File: src/hw/rtl/rep_pkg.sv
`timescale 1ns / 1ps
// ============================================================================
// rep_pkg
// Shared types, widths and codes for the rumble envelope PWM driver.
// ============================================================================
package rep_pkg;

    // Field widths of the request and result words.
    localparam int unsigned FUNC_W     = 2;
    localparam int unsigned CMD_W      = 2;
    localparam int unsigned LVL_W      = 20;
    localparam int unsigned TIME_W     = 24;
    localparam int unsigned TICK_W     = 32;
    localparam int unsigned TICK_IDX_W = $clog2(TICK_W);

    // Q1.19 full scale and the widths of the interpolation arithmetic.
    localparam int unsigned FULL_SHIFT = 19;
    localparam int unsigned FULL_W     = TIME_W + FULL_SHIFT;
    localparam int unsigned PROD_W     = LVL_W + TIME_W;
    localparam int unsigned MIX_W      = PROD_W + 1;

    // Default number of PWM steps across the intensity range.
    localparam int unsigned PWM_STEPS_DEF = 8;

    // Largest remaining time, in Q8.16 seconds, that counts as a tenth of a second or less.
    localparam logic [TIME_W-1:0] TENTH_MAX = TIME_W'(6553);

    // Item kinds.
    typedef logic [FUNC_W-1:0] t_func;
    localparam t_func FUNC_TICK    = 2'd0;
    localparam t_func FUNC_ADVANCE = 2'd1;
    localparam t_func FUNC_REQUEST = 2'd2;

    // Motor commands.
    typedef logic [CMD_W-1:0] t_cmd;
    localparam t_cmd CMD_NONE  = 2'd0;
    localparam t_cmd CMD_START = 2'd1;
    localparam t_cmd CMD_STOP  = 2'd2;

    // Sequencer states for a tick.
    typedef enum logic [3:0] {
        S_IDLE,
        S_MUL_FROM,
        S_MUL_TO,
        S_MIX,
        S_REST,
        S_SCALE,
        S_DIV,
        S_MOD,
        S_DONE
    } t_state;

endpackage

File: src/hw/rtl/rep_if.sv
`timescale 1ns / 1ps
// ============================================================================
// rep_if
// Valid/ready channels carrying request words in and result words out.
// ============================================================================
interface rep_in_if;
    import rep_pkg::*;

    logic                valid;
    logic                ready;
    t_func               func;
    logic [TIME_W-1:0]   time_delta;
    logic [LVL_W-1:0]    start_level;
    logic [LVL_W-1:0]    end_level;
    logic [TIME_W-1:0]   duration;
    logic                blocked;

    modport source (
        output valid, func, time_delta, start_level, end_level, duration, blocked,
        input  ready
    );
    modport sink (
        input  valid, func, time_delta, start_level, end_level, duration, blocked,
        output ready
    );
endinterface

interface rep_out_if;
    import rep_pkg::*;

    logic  valid;
    logic  ready;
    t_cmd  motor_command;
    logic  motor_active;

    modport source (
        output valid, motor_command, motor_active,
        input  ready
    );
    modport sink (
        input  valid, motor_command, motor_active,
        output ready
    );
endinterface

File: src/hw/rtl/rumble_envelope_pwm.sv
`timescale 1ns / 1ps
// ============================================================================
// rumble_envelope_pwm
// Vibration motor driver with a linear intensity envelope and PWM on ticks.
// ============================================================================
// Some words have their result word registered at once: advance words,
// request words, ticks with no running envelope, and all words while
// disabled. A tick on a running envelope takes longer. Set-up runs two
// products on one multiplier, then mix, remainder and scaling. The period
// division then runs by repeated subtraction. When the period exceeds one, a
// bit-serial modulo of the tick counter follows. A final state loads the
// result word, and a receiver stall on the result word holds it there. The
// division and the modulo both run on one shared add/subtract unit. The
// block takes no new word while a tick is at work.
module rumble_envelope_pwm #(
    parameter int unsigned PWM_STEPS = rep_pkg::PWM_STEPS_DEF
) (
    input  logic      i_clk,
    input  logic      i_rst_n,
    input  logic      i_cfg_we,
    input  logic      i_cfg_wdata,
    rep_in_if.sink    i_req,
    rep_out_if.source o_rsp
);
    import rep_pkg::*;

    localparam int unsigned Q_W   = $clog2(PWM_STEPS + 1);
    localparam int unsigned PER_W = $clog2(PWM_STEPS + 2);
    localparam int unsigned REM_W = $clog2(2 * PWM_STEPS + 2);
    localparam int unsigned TGT_W = FULL_W + Q_W;
    localparam int unsigned ALU_W = (TGT_W > MIX_W) ? TGT_W : MIX_W;
    localparam logic [TGT_W-1:0] STEPS_K = TGT_W'(PWM_STEPS);

    // Control and envelope state.
    t_state              r_state, n_state;
    logic                r_enable;
    logic [TICK_W-1:0]   r_tick;
    logic                r_motor;
    logic [TIME_W-1:0]   r_len;
    logic [TIME_W-1:0]   r_el;
    logic [LVL_W-1:0]    r_from;
    logic [LVL_W-1:0]    r_to;

    // Working registers of the tick sequence.
    logic [TIME_W-1:0]   r_span;
    logic [PROD_W-1:0]   r_prod;
    logic [ALU_W-1:0]    r_acc;
    logic [Q_W-1:0]      r_q;
    logic [REM_W-1:0]    r_rem;
    logic [TICK_W-1:0]   r_bits;
    logic [TICK_IDX_W-1:0] r_cnt;
    logic                r_want;

    // Output register.
    logic                r_out_valid;
    t_cmd                r_out_cmd;
    logic                r_out_active;

    // Handshake.
    logic                out_free;
    logic                in_accept;
    logic                env_running;
    logic                tick_go;

    // Shared add/subtract unit.
    logic [ALU_W-1:0]    alu_a, alu_b;
    logic                alu_sub;
    logic [ALU_W:0]      alu_res;
    logic                alu_ge;

    // Multiplier.
    logic [LVL_W-1:0]    mul_a;
    logic [TIME_W-1:0]   mul_b;
    logic [PROD_W-1:0]   mul_p;

    // Misc datapath.
    logic [ALU_W-1:0]    full_ext;
    logic [TGT_W-1:0]    target;
    logic [PER_W-1:0]    period;
    logic [REM_W-1:0]    rem_shift;
    logic [REM_W-1:0]    rem_next;
    logic [TIME_W:0]     adv_sum;
    logic [TIME_W-1:0]   req_rem;
    logic                req_short;
    logic                req_strong;
    logic                req_take;

    // Result loading.
    logic                out_load;
    logic                out_tick;
    logic                out_want;

    // Handshake and the test for a running envelope.
    assign out_free    = !r_out_valid || o_rsp.ready;
    assign i_req.ready = (r_state == S_IDLE) && out_free;
    assign in_accept   = i_req.valid && i_req.ready;
    assign env_running = r_el < r_len;
    assign tick_go     = in_accept && r_enable && (i_req.func == FUNC_TICK) && env_running;

    assign o_rsp.valid         = r_out_valid;
    assign o_rsp.motor_command = r_out_cmd;
    assign o_rsp.motor_active  = r_out_active;

    // Operands that the sequence derives from state.
    assign full_ext  = ALU_W'({r_len, {FULL_SHIFT{1'b0}}});
    assign target    = TGT_W'(r_acc[FULL_W-1:0]) * STEPS_K;
    assign period    = PER_W'(r_q) + PER_W'(1);
    assign rem_shift = {r_rem[REM_W-2:0], r_bits[TICK_W-1]};

    // One multiplier, shared by the two envelope products.
    assign mul_a = (r_state == S_MUL_FROM) ? r_from : r_to;
    assign mul_b = (r_state == S_MUL_FROM) ? r_span : r_el;
    assign mul_p = PROD_W'(mul_a) * PROD_W'(mul_b);

    // Shared adder: the sum is one bit wider, and that bit is the no-borrow flag.
    assign alu_res = {1'b0, alu_a} + {1'b0, (alu_sub ? ~alu_b : alu_b)} + (ALU_W + 1)'(alu_sub);
    assign alu_ge  = alu_res[ALU_W];
    assign rem_next = alu_ge ? alu_res[REM_W-1:0] : rem_shift;

    // Advance and request decisions are small and settle in the accepting cycle.
    assign adv_sum    = {1'b0, r_el} + {1'b0, i_req.time_delta};
    assign req_rem    = (r_len >= r_el) ? (r_len - r_el) : '0;
    assign req_short  = req_rem <= TENTH_MAX;
    assign req_strong = ({1'b0, i_req.start_level} + {1'b0, i_req.end_level})
                        >= ({1'b0, r_from} + {1'b0, r_to});
    assign req_take   = (i_req.duration != '0) && !i_req.blocked && (req_short || req_strong);

    // Next state of the tick sequencer.
    always_comb begin
        n_state = r_state;
        case (r_state)
            S_IDLE: begin
                if (tick_go) n_state = S_MUL_FROM;
            end
            S_MUL_FROM: n_state = S_MUL_TO;
            S_MUL_TO:   n_state = S_MIX;
            S_MIX:      n_state = S_REST;
            S_REST:     n_state = S_SCALE;
            S_SCALE:    n_state = S_DIV;
            S_DIV: begin
                if (!alu_ge) n_state = (r_q == '0) ? S_DONE : S_MOD;
            end
            S_MOD: begin
                if (r_cnt == TICK_IDX_W'(TICK_W - 1)) n_state = S_DONE;
            end
            S_DONE: begin
                if (out_free) n_state = S_IDLE;
            end
            default: n_state = S_IDLE;
        endcase
    end

    // Operand selection for the shared unit and result loading, by state.
    always_comb begin
        alu_a    = '0;
        alu_b    = '0;
        alu_sub  = 1'b0;
        out_load = 1'b0;
        out_tick = 1'b0;
        out_want = 1'b0;
        case (r_state)
            S_IDLE: begin
                // Every word but a tick on a running envelope answers at once.
                out_load = in_accept && !tick_go;
                out_tick = r_enable && (i_req.func == FUNC_TICK);
            end
            S_MIX: begin
                alu_a = r_acc;
                alu_b = ALU_W'(r_prod);
            end
            S_REST: begin
                alu_a   = full_ext;
                alu_b   = r_acc;
                alu_sub = 1'b1;
            end
            S_DIV: begin
                alu_a   = r_acc;
                alu_b   = full_ext;
                alu_sub = 1'b1;
            end
            S_MOD: begin
                alu_a   = ALU_W'(rem_shift);
                alu_b   = ALU_W'(period);
                alu_sub = 1'b1;
            end
            S_DONE: begin
                out_load = out_free;
                out_tick = 1'b1;
                out_want = r_want;
            end
            default: begin
                alu_sub = 1'b0;
            end
        endcase
    end

    // Configuration register.
    always_ff @(posedge i_clk) begin
        if (!i_rst_n) begin
            r_enable <= 1'b0;
        end else if (i_cfg_we) begin
            r_enable <= i_cfg_wdata;
        end
    end

    // Sequencer state, envelope state and the output register.
    always_ff @(posedge i_clk) begin
        if (!i_rst_n) begin
            r_state      <= S_IDLE;
            r_tick       <= '0;
            r_motor      <= 1'b0;
            r_len        <= '0;
            r_el         <= '0;
            r_from       <= '0;
            r_to         <= '0;
            r_out_valid  <= 1'b0;
            r_out_cmd    <= CMD_NONE;
            r_out_active <= 1'b0;
        end else begin
            r_state <= n_state;

            // Envelope updates from the accepted word.
            if (in_accept && r_enable) begin
                case (i_req.func)
                    FUNC_TICK: r_tick <= r_tick + TICK_W'(1);
                    FUNC_ADVANCE: begin
                        r_el <= (adv_sum > {1'b0, r_len}) ? r_len : adv_sum[TIME_W-1:0];
                    end
                    FUNC_REQUEST: begin
                        if (req_take) begin
                            r_len  <= i_req.duration;
                            r_el   <= '0;
                            r_from <= i_req.start_level;
                            r_to   <= i_req.end_level;
                        end
                    end
                    default: r_tick <= r_tick;
                endcase
            end

            // Result word: a tick reports a change of the motor's on state.
            if (out_load) begin
                r_out_valid <= 1'b1;
                if (out_tick) begin
                    r_motor      <= out_want;
                    r_out_active <= out_want;
                    if (out_want == r_motor) begin
                        r_out_cmd <= CMD_NONE;
                    end else begin
                        r_out_cmd <= out_want ? CMD_START : CMD_STOP;
                    end
                end else begin
                    r_out_cmd    <= CMD_NONE;
                    r_out_active <= r_motor;
                end
            end else if (o_rsp.ready) begin
                r_out_valid <= 1'b0;
            end
        end
    end

    // Working registers of the tick sequence.
    always_ff @(posedge i_clk) begin
        case (r_state)
            S_IDLE: begin
                r_span <= r_len - r_el;
                r_bits <= r_tick + TICK_W'(1);
                r_want <= 1'b0;
            end
            S_MUL_FROM: r_prod <= mul_p;
            S_MUL_TO: begin
                r_acc  <= ALU_W'(r_prod);
                r_prod <= mul_p;
            end
            S_MIX:  r_acc <= alu_res[ALU_W-1:0];
            S_REST: r_acc <= alu_ge ? alu_res[ALU_W-1:0] : '0;
            S_SCALE: begin
                r_acc <= ALU_W'(target);
                r_q   <= '0;
            end
            S_DIV: begin
                if (alu_ge) begin
                    r_acc <= alu_res[ALU_W-1:0];
                    r_q   <= r_q + Q_W'(1);
                end else begin
                    r_rem  <= '0;
                    r_cnt  <= '0;
                    r_want <= (r_q == '0);
                end
            end
            S_MOD: begin
                r_rem  <= rem_next;
                r_bits <= {r_bits[TICK_W-2:0], 1'b0};
                r_cnt  <= r_cnt + TICK_IDX_W'(1);
                if (r_cnt == TICK_IDX_W'(TICK_W - 1)) r_want <= (rem_next == '0);
            end
            default: r_want <= r_want;
        endcase
    end

`ifndef SYNTH
    // Elapsed time never runs past the envelope length.
    a_elapsed_bound: assert property (@(posedge i_clk) disable iff (!i_rst_n)
        r_el <= r_len)
        else $error("elapsed time beyond envelope length");

    // The period quotient cannot exceed the number of PWM steps.
    a_quotient_bound: assert property (@(posedge i_clk) disable iff (!i_rst_n)
        (r_state == S_DIV) |-> (r_q <= Q_W'(PWM_STEPS)))
        else $error("period quotient out of range");

    // The running remainder of the modulo stays below the period.
    a_rem_bound: assert property (@(posedge i_clk) disable iff (!i_rst_n)
        (r_state == S_MOD) |-> (r_rem < REM_W'(period)))
        else $error("modulo remainder not below period");

    // A start or stop command always agrees with the reported on state.
    a_cmd_state: assert property (@(posedge i_clk) disable iff (!i_rst_n)
        (r_out_valid && r_out_cmd != CMD_NONE) |->
        ((r_out_cmd == CMD_START) == r_out_active))
        else $error("motor command disagrees with on state");
`endif

endmodule
File: src/flat_wrapper.sv
// flat-port wrapper written by rule: the top's interface ports become plain ports
module rumble_envelope_pwm_flat import rep_pkg::*;
#(
    parameter int unsigned PWM_STEPS = rep_pkg::PWM_STEPS_DEF
)
  (i_clk, i_rst_n, i_cfg_we, i_cfg_wdata, i_req_valid, i_req_func, i_req_time_delta, i_req_start_level, i_req_end_level, i_req_duration, i_req_blocked, i_req_ready, o_rsp_valid, o_rsp_motor_command, o_rsp_motor_active, o_rsp_ready);
  rep_in_if i_req_i ();
  rep_out_if o_rsp_i ();
  input  logic i_clk;
  input  logic i_rst_n;
  input  logic i_cfg_we;
  input  logic i_cfg_wdata;
  input wire logic [$bits(i_req_i.valid)-1:0] i_req_valid;
  input wire logic [$bits(i_req_i.func)-1:0] i_req_func;
  input wire logic [$bits(i_req_i.time_delta)-1:0] i_req_time_delta;
  input wire logic [$bits(i_req_i.start_level)-1:0] i_req_start_level;
  input wire logic [$bits(i_req_i.end_level)-1:0] i_req_end_level;
  input wire logic [$bits(i_req_i.duration)-1:0] i_req_duration;
  input wire logic [$bits(i_req_i.blocked)-1:0] i_req_blocked;
  output wire logic [$bits(i_req_i.ready)-1:0] i_req_ready;
  output wire logic [$bits(o_rsp_i.valid)-1:0] o_rsp_valid;
  output wire logic [$bits(o_rsp_i.motor_command)-1:0] o_rsp_motor_command;
  output wire logic [$bits(o_rsp_i.motor_active)-1:0] o_rsp_motor_active;
  input wire logic [$bits(o_rsp_i.ready)-1:0] o_rsp_ready;
  assign i_req_i.valid = i_req_valid;
  assign i_req_i.func = i_req_func;
  assign i_req_i.time_delta = i_req_time_delta;
  assign i_req_i.start_level = i_req_start_level;
  assign i_req_i.end_level = i_req_end_level;
  assign i_req_i.duration = i_req_duration;
  assign i_req_i.blocked = i_req_blocked;
  assign i_req_ready = i_req_i.ready;
  assign o_rsp_valid = o_rsp_i.valid;
  assign o_rsp_motor_command = o_rsp_i.motor_command;
  assign o_rsp_motor_active = o_rsp_i.motor_active;
  assign o_rsp_i.ready = o_rsp_ready;
  rumble_envelope_pwm #(.PWM_STEPS(PWM_STEPS)) u_core (.i_clk(i_clk), .i_rst_n(i_rst_n), .i_cfg_we(i_cfg_we), .i_cfg_wdata(i_cfg_wdata), .i_req(i_req_i), .o_rsp(o_rsp_i));
endmodule
File: config.mk
export PLATFORM = sky130hd
export DESIGN_NAME = rumble_envelope_pwm_flat
export DESIGN_NICKNAME = d
export VERILOG_FILES = /design/src/hw/rtl/rep_pkg.sv /design/src/hw/rtl/rep_if.sv /design/src/hw/rtl/rumble_envelope_pwm.sv /design/src/flat_wrapper.sv
export SDC_FILE = /design/constraint.sdc
export NUM_CORES = 2
export LEC_CHECK = 0
export BUFFER_PORTS_ARGS = -buffer_cell sky130_fd_sc_hd__buf_4
export CAP_MARGIN = 20
export CORE_UTILIZATION = 30
export DETAILED_ROUTE_END_ITERATION = 10
export SETUP_SLACK_MARGIN = 0.2
export SYNTH_ARGS = -nofsm -noshare
export SYNTH_HDL_FRONTEND = slang
export SYNTH_SLANG_ARGS = --single-unit
File: constraint.sdc
create_clock -name i_clk -period 22.9 [get_ports i_clk]
set_input_delay 4.58 -clock i_clk [delete_from_list [all_inputs] [get_ports i_clk]]
set_output_delay 4.58 -clock i_clk [all_outputs]
set_load 0.005 [all_outputs]
After elaboration in Yosys (flattened, before gate mapping)
Cells that the tools add are included.

operators by class
  order comparisons = 5
  $mul = 1
  bitwise gates (word level) = 1
  $add $sub $neg = 9
  reduce and logical (&&, ||, !) cells = 38
  muxes and demuxes = 37
  equality and inequality tests = 18

operators by type and width
  operator                                                number
  case mux 47 bit (5 select lines)                        1
  case mux 47 bit (4 select lines)                        1
  2-to-1 mux 47 bit                                       3
  case mux 47 bit (3 select lines)                        1
  2-to-1 mux 24 bit                                       4
  case mux 32 bit (2 select lines)                        1
  adder 47 x 47 -> 48 bit                                 1
  adder 48 x 1 -> 48 bit                                  1
  case mux 24 bit (2 select lines)                        1
  inverter 47 bit                                         1
  multiplier 20 x 24 -> 44 bit                            1
  adder 20 x 20 -> 21 bit                                 2
  case mux 4 bit (9 select lines)                         1
  adder 32 x 1 -> 32 bit (second input constant)          1
  adder 24 x 24 -> 25 bit                                 1
  > comparator 25 x 24 -> 1 bit                           1
  greater-or-equal comparator 24 bit                      1
  <= comparator 24 x 13 -> 1 bit (second input constant)  1
  < comparator 24 bit                                     1
  2-to-1 mux 4 bit                                        6
  nonzero test 24 bit                                     1
  subtractor 24 bit                                       1
  greater-or-equal comparator 21 bit                      1
  2-to-1 mux 20 bit                                       1
  other kinds (33)                                        74

word-level totals
  output and inout port bits = 5
  register bits = 290
  input bits = 97
  word-level logic and storage cells = 127

Longest topological paths before layout
  depth in word-level cells = 11
  gate-level depth with buffers = 33
  mapped depth without buffers = 30

Least setup slack after synthesis
Ideal clock, no wire load.

  path type = input-to-output
  start point = input port o_rsp_ready
  end point = output port i_req_ready
  arrival = 4835 ps
  required time = 18320 ps
  buffers on the path = 0
  slack = 13485 ps
  stages on the path = 2
  path through = nor2b_1 > nor2_1

between the ends
  word-level cells in the longest chain between the ends = 2

RTL lines
  what               RTL line                   text
  start, declared    flat_wrapper.sv:24         input wire logic [$bits(o_rsp_i.ready)-1:0] o_rsp_ready;
  logical OR 1 bit   rumble_envelope_pwm.sv:94  assign out_free = !r_out_valid || o_rsp.ready;
  logical AND 1 bit  rumble_envelope_pwm.sv:95  assign i_req.ready = (r_state == S_IDLE) && out_free;
  end, declared      flat_wrapper.sv:20         output wire logic [$bits(i_req_i.ready)-1:0] i_req_ready;

No other way between the ends.

Worst setup path in the final report
  start point = register u_core.r_state[0]
  end point = register u_core.r_prod[43], data pin

between the ends
  word-level cells in the longest chain between the ends = 3
  elaborated cells on any way between the ends = 4
  those cells by class = 1 x mul; 1 x eq/ne; 2 x mux

RTL lines
  what                                                    RTL line                                                text
  start, declared                                         rumble_envelope_pwm.sv:35                               t_state r_state, n_state;
  start signal, assigned                                  rumble_envelope_pwm.sv:220                              r_state <= n_state;
  equality test 4 x 1 -> 1 bit *                          rumble_envelope_pwm.sv:111, rumble_envelope_pwm.sv:112
  2-to-1 mux 20 bit or 2-to-1 mux 24 bit (tied branches)  rumble_envelope_pwm.sv:111, rumble_envelope_pwm.sv:112
  multiplier 20 x 24 -> 44 bit *                          rumble_envelope_pwm.sv:113                              assign mul_p = PROD_W'(mul_a) * PROD_W'(mul_b);
  named net u_core.mul_p[43]                              rumble_envelope_pwm.sv:74                               logic [PROD_W-1:0] mul_p;
  end signal, assigned                                    rumble_envelope_pwm.sv:270                              S_MUL_FROM: r_prod <= mul_p;
  end signal, assigned                                    rumble_envelope_pwm.sv:273                              r_prod <= mul_p;
  end, declared                                           rumble_envelope_pwm.sv:46                               logic [PROD_W-1:0] r_prod;

The timed path passes the listed nets; every way through them passes the cells marked *.
A chain may end at the register's enable or synchronous reset.

==> reports/metrics.csv <==
stage,metric,value,unit
run_status,status,"finished, final reports clean",
floorplan,start_util,0.303,
setup_path,critical_path.max_stage_delay,750,ps
placement,hpwlAfterDp,85.9,mm
setup_path,r2r_cells,30,
synth,seq_area_frac_synth,0.200,
sta,period_minus_slack,10110,ps
drt,drc,0,
setup_path,r2r_end,u_core.r_prod[43],
grt,grt_pass1_wl,173,mm
drt,wl_per_cell,18.7,um
flow_run,timing.max_cap.violations,0,
clocking,hold_buffers,0,
setup_path,crit_slowest_cell,a21o_1,
sta,fin_crit_sh,0.442,
setup_path,critPathLaunchType,register,
min_path,hold_depth,2,
power,ir_drop,0.0384,mV
drt,vias,30200,
synth,synthesis.instances,4208,
sta,slew_violations,0,
sta,worst_pin_slew,1150,ps
grt,grt_max_degree,89,
clocking,clock_sinks,290,
setup_path,cp.buffers_inverters,8,
layout,layout_common_cells,"nand2_1 (562), inv_1 (531), nor2_1 (397), fa_1 (397), ha_1 (338)",
placement,placed_area,39800,sq um
clocking,cts_tree,built,
layout,fill_cells,12600,
grt,grt-ovfl-total,0,
drt,wl_met3,8.21,mm
layout,final_common_cell,nand2_1,
clocking,cts_htree_levels,2,
synth,syn_nets,5040,
setup_path,r2r_setup_slack,12790,ps
grt,antenna_found_initial,0,
setup_path,end_kind,register,
layout,diodes,0,
drt,ant_nets,0,
placement,dp_slack,12310,ps
clocking,cts_buffers,37,
drt,highest_layer,met4,
min_path,hold_path.class,reg2reg,
power,power_density,31.8,nW/um^2
sta,fin_ws,12790,ps
clocking,cts-root-buf,clkbuf_16,
clocking,cts_buffer_depth,3,
sta,finalClockSkew,19.3,ps
clocking,post_cts.repair.setup_buffers,0,
clocking,path_clk_slew,60,ps
layout,syn2layout_area_growth,10.7,%
synth,synth_flop_cell,edfxtp_1,
synth,ys_warn_count,0,
sta,timing.slew.headroom,0.228,
min_path,holdPathEnd,u_core.o_rsp.motor_command[1],
setup_path,worstPathRequired,23210,ps
floorplan,pin_count,102,
floorplan,dieHeight,353,um
synth,ys_seq_elements,290,
drt,firstDrtPassIters,6,
floorplan,die_area,125000,sq um
floorplan,die_w,353,um
min_path,min_from,u_core.o_rsp.motor_command[1],
drt,drtIter0Drc,2094,
layout,layout-drive-gt1-share,0.0788,
placement,portBuffers,101,
drt,met2_length,50.4,mm
setup_path,crit_family,adder cells,
sta,finalSetupViolCount,0,
drt,wirelength,111,mm
sta,rsz0062_at_grt,false,
drt,avgViaCountPerCell,5.10,
floorplan,floorplan.rows,128,
synth,postSynthAreaPerCell,8.80,sq um
clocking,cts_resized,0,
layout,fin_nets,5106,
sta,max_freq,98.9,MHz
synth,syn_area,37000,sq um
synth,synth_edf_count,161,
setup_path,worst-path-max-fanout,63,
grt,grt_pass1_vias,30400,
layout,final_area,41000,sq um
setup_path,reg2reg_from,u_core.r_state[0],
synth,synthDistinctLibCells,99,
power,cellLeakagePower,19.3,nW
placement,place.gp.congestion,0.957,
drt,drt-met1-wl,48.6,mm
grt,grt_usage,0.175,
sta,hold_violations,0,
setup_path,worstPathArrival,10420,ps
sta,fin_setup_tns,0,ps
setup_path,critical_path_class,reg2reg,
setup_path,cp_common_cell,fa_1,
floorplan,core,122000,sq um
clocking,insertion_delay,570,ps
synth,async_reset_ff_frac,0,
-- metal layers --
metal,track usage,vias up
met1,0.235,14900
li1,-,14200
met2,0.286,935
met5,0,-
met3,0.0317,178
met4,0.0506,0
-- kinds of logic after synthesis --
kind of cell,count (synthesis),share of synthesized area
flops,290,0.200
fa+ha+maj,735,0.329
compound gates,802,0.144
mux,169,0.0470
xor+xnor,207,0.0489
buf+inv,686,0.0728
simple gates,1319,0.158
-- layout make-up --
type	instances	area [sq um]	share of cell area
multi-input cells	3232	27000	0.658
inverters	531	1990	0.0486
clock inverters	17	151	0.00369
repair buffers	182	1410	0.0344
well taps	1625	2030	0.0496
clock buffers	50	1030	0.0250
flip-flops and latches	290	7420	0.181
-- Yosys cell counts, types with 40 or more instances --
master,instances,area share
and2_1,59,0.010
ha_1,338,0.11
mux2_2,40,0.012
xnor2_1,143,0.034
inv_1,531,0.054
xor2_1,64,0.015
a22oi_1,43,0.0087
clkbuf_1,133,0.013
nor3_1,52,0.0070
nand3_1,50,0.0068
edfxtp_1,161,0.13
nor2_1,399,0.040
dfxtp_1,129,0.070
a21oi_1,183,0.025
mux2i_1,128,0.035
fa_1,397,0.21
a21o_1,130,0.026
o21ai_0,168,0.023
nand2_1,562,0.057
-- per-stage QoR --
| stage | utilization | cells | power, W | hold slack [ps] |
|---|---|---|---|---|
| 5_1_grt | 0.336 | 5927 | 0.00135 | 518 |
| 4_1_cts | 0.335 | 5924 | 0.00132 | 495 |
| 3_5_place_dp | 0.326 | 5857 | 0.000728 | 487 |
| 2_1_floorplan | - | 4208 | 0.000673 | 455 |
| 6_report | 0.336 | 5927 | 0.00130 | 489 |
| 3_3_place_gp | 0.326 | 5856 | 0.000727 | 474 |
-- flip-flops by register name (all words and copies together) (netlist names), 2 cells and up --
| register | cells |
|---|---|
| u_core.o_rsp.motor_command | 2 |
| u_core.r_acc | 47 |
| u_core.r_bits | 32 |
| u_core.r_cnt | 5 |
| u_core.r_el | 24 |
| u_core.r_from | 20 |
| u_core.r_len | 24 |
| u_core.r_prod | 44 |
| u_core.r_q | 4 |
| u_core.r_rem | 4 |
| u_core.r_span | 24 |
| u_core.r_state | 4 |
| u_core.r_tick | 32 |
| u_core.r_to | 20 |
-- where the power goes --
| group | internal [W] | switching (W) | total [W] |
|---|---|---|---|
| logic | 0.0000670 | 0.0000901 | 0.000157 |
| clock network | 0.000330 | 0.000254 | 0.000584 |
| registers | 0.000556 | 0.00000706 | 0.000563 |
| total | 0.000953 | 0.000351 | 0.00130 |
-- worst min-delay path: cells and delay by family (launching register included) --
kind / cells / cell delay [ps]
and+or+nand+nor: 1 / 60
DFF: 1 / 310
AOI/OAI and AO/OA: 1 / 60
-- how the worst max path moves through the flow --
stage / from / slack (ps) / cells after the start / end
after CTS: u_core.r_state[0] / 12660 / 27 / u_core.r_prod[43]
after floorplan: o_rsp_ready / 13480 / 2 / i_req_ready
after detailed placement: i_req_end_level[0] / 12310 / 22 / u_core.r_to[3]
after global placement: i_req_end_level[0] / 12350 / 22 / u_core.r_from[2]
final: u_core.r_state[0] / 12790 / 30 / u_core.r_prod[43]
after global routing: u_core.r_state[0] / 12110 / 31 / u_core.r_prod[43]
Note: power is estimated with default switching activity, not from simulation.
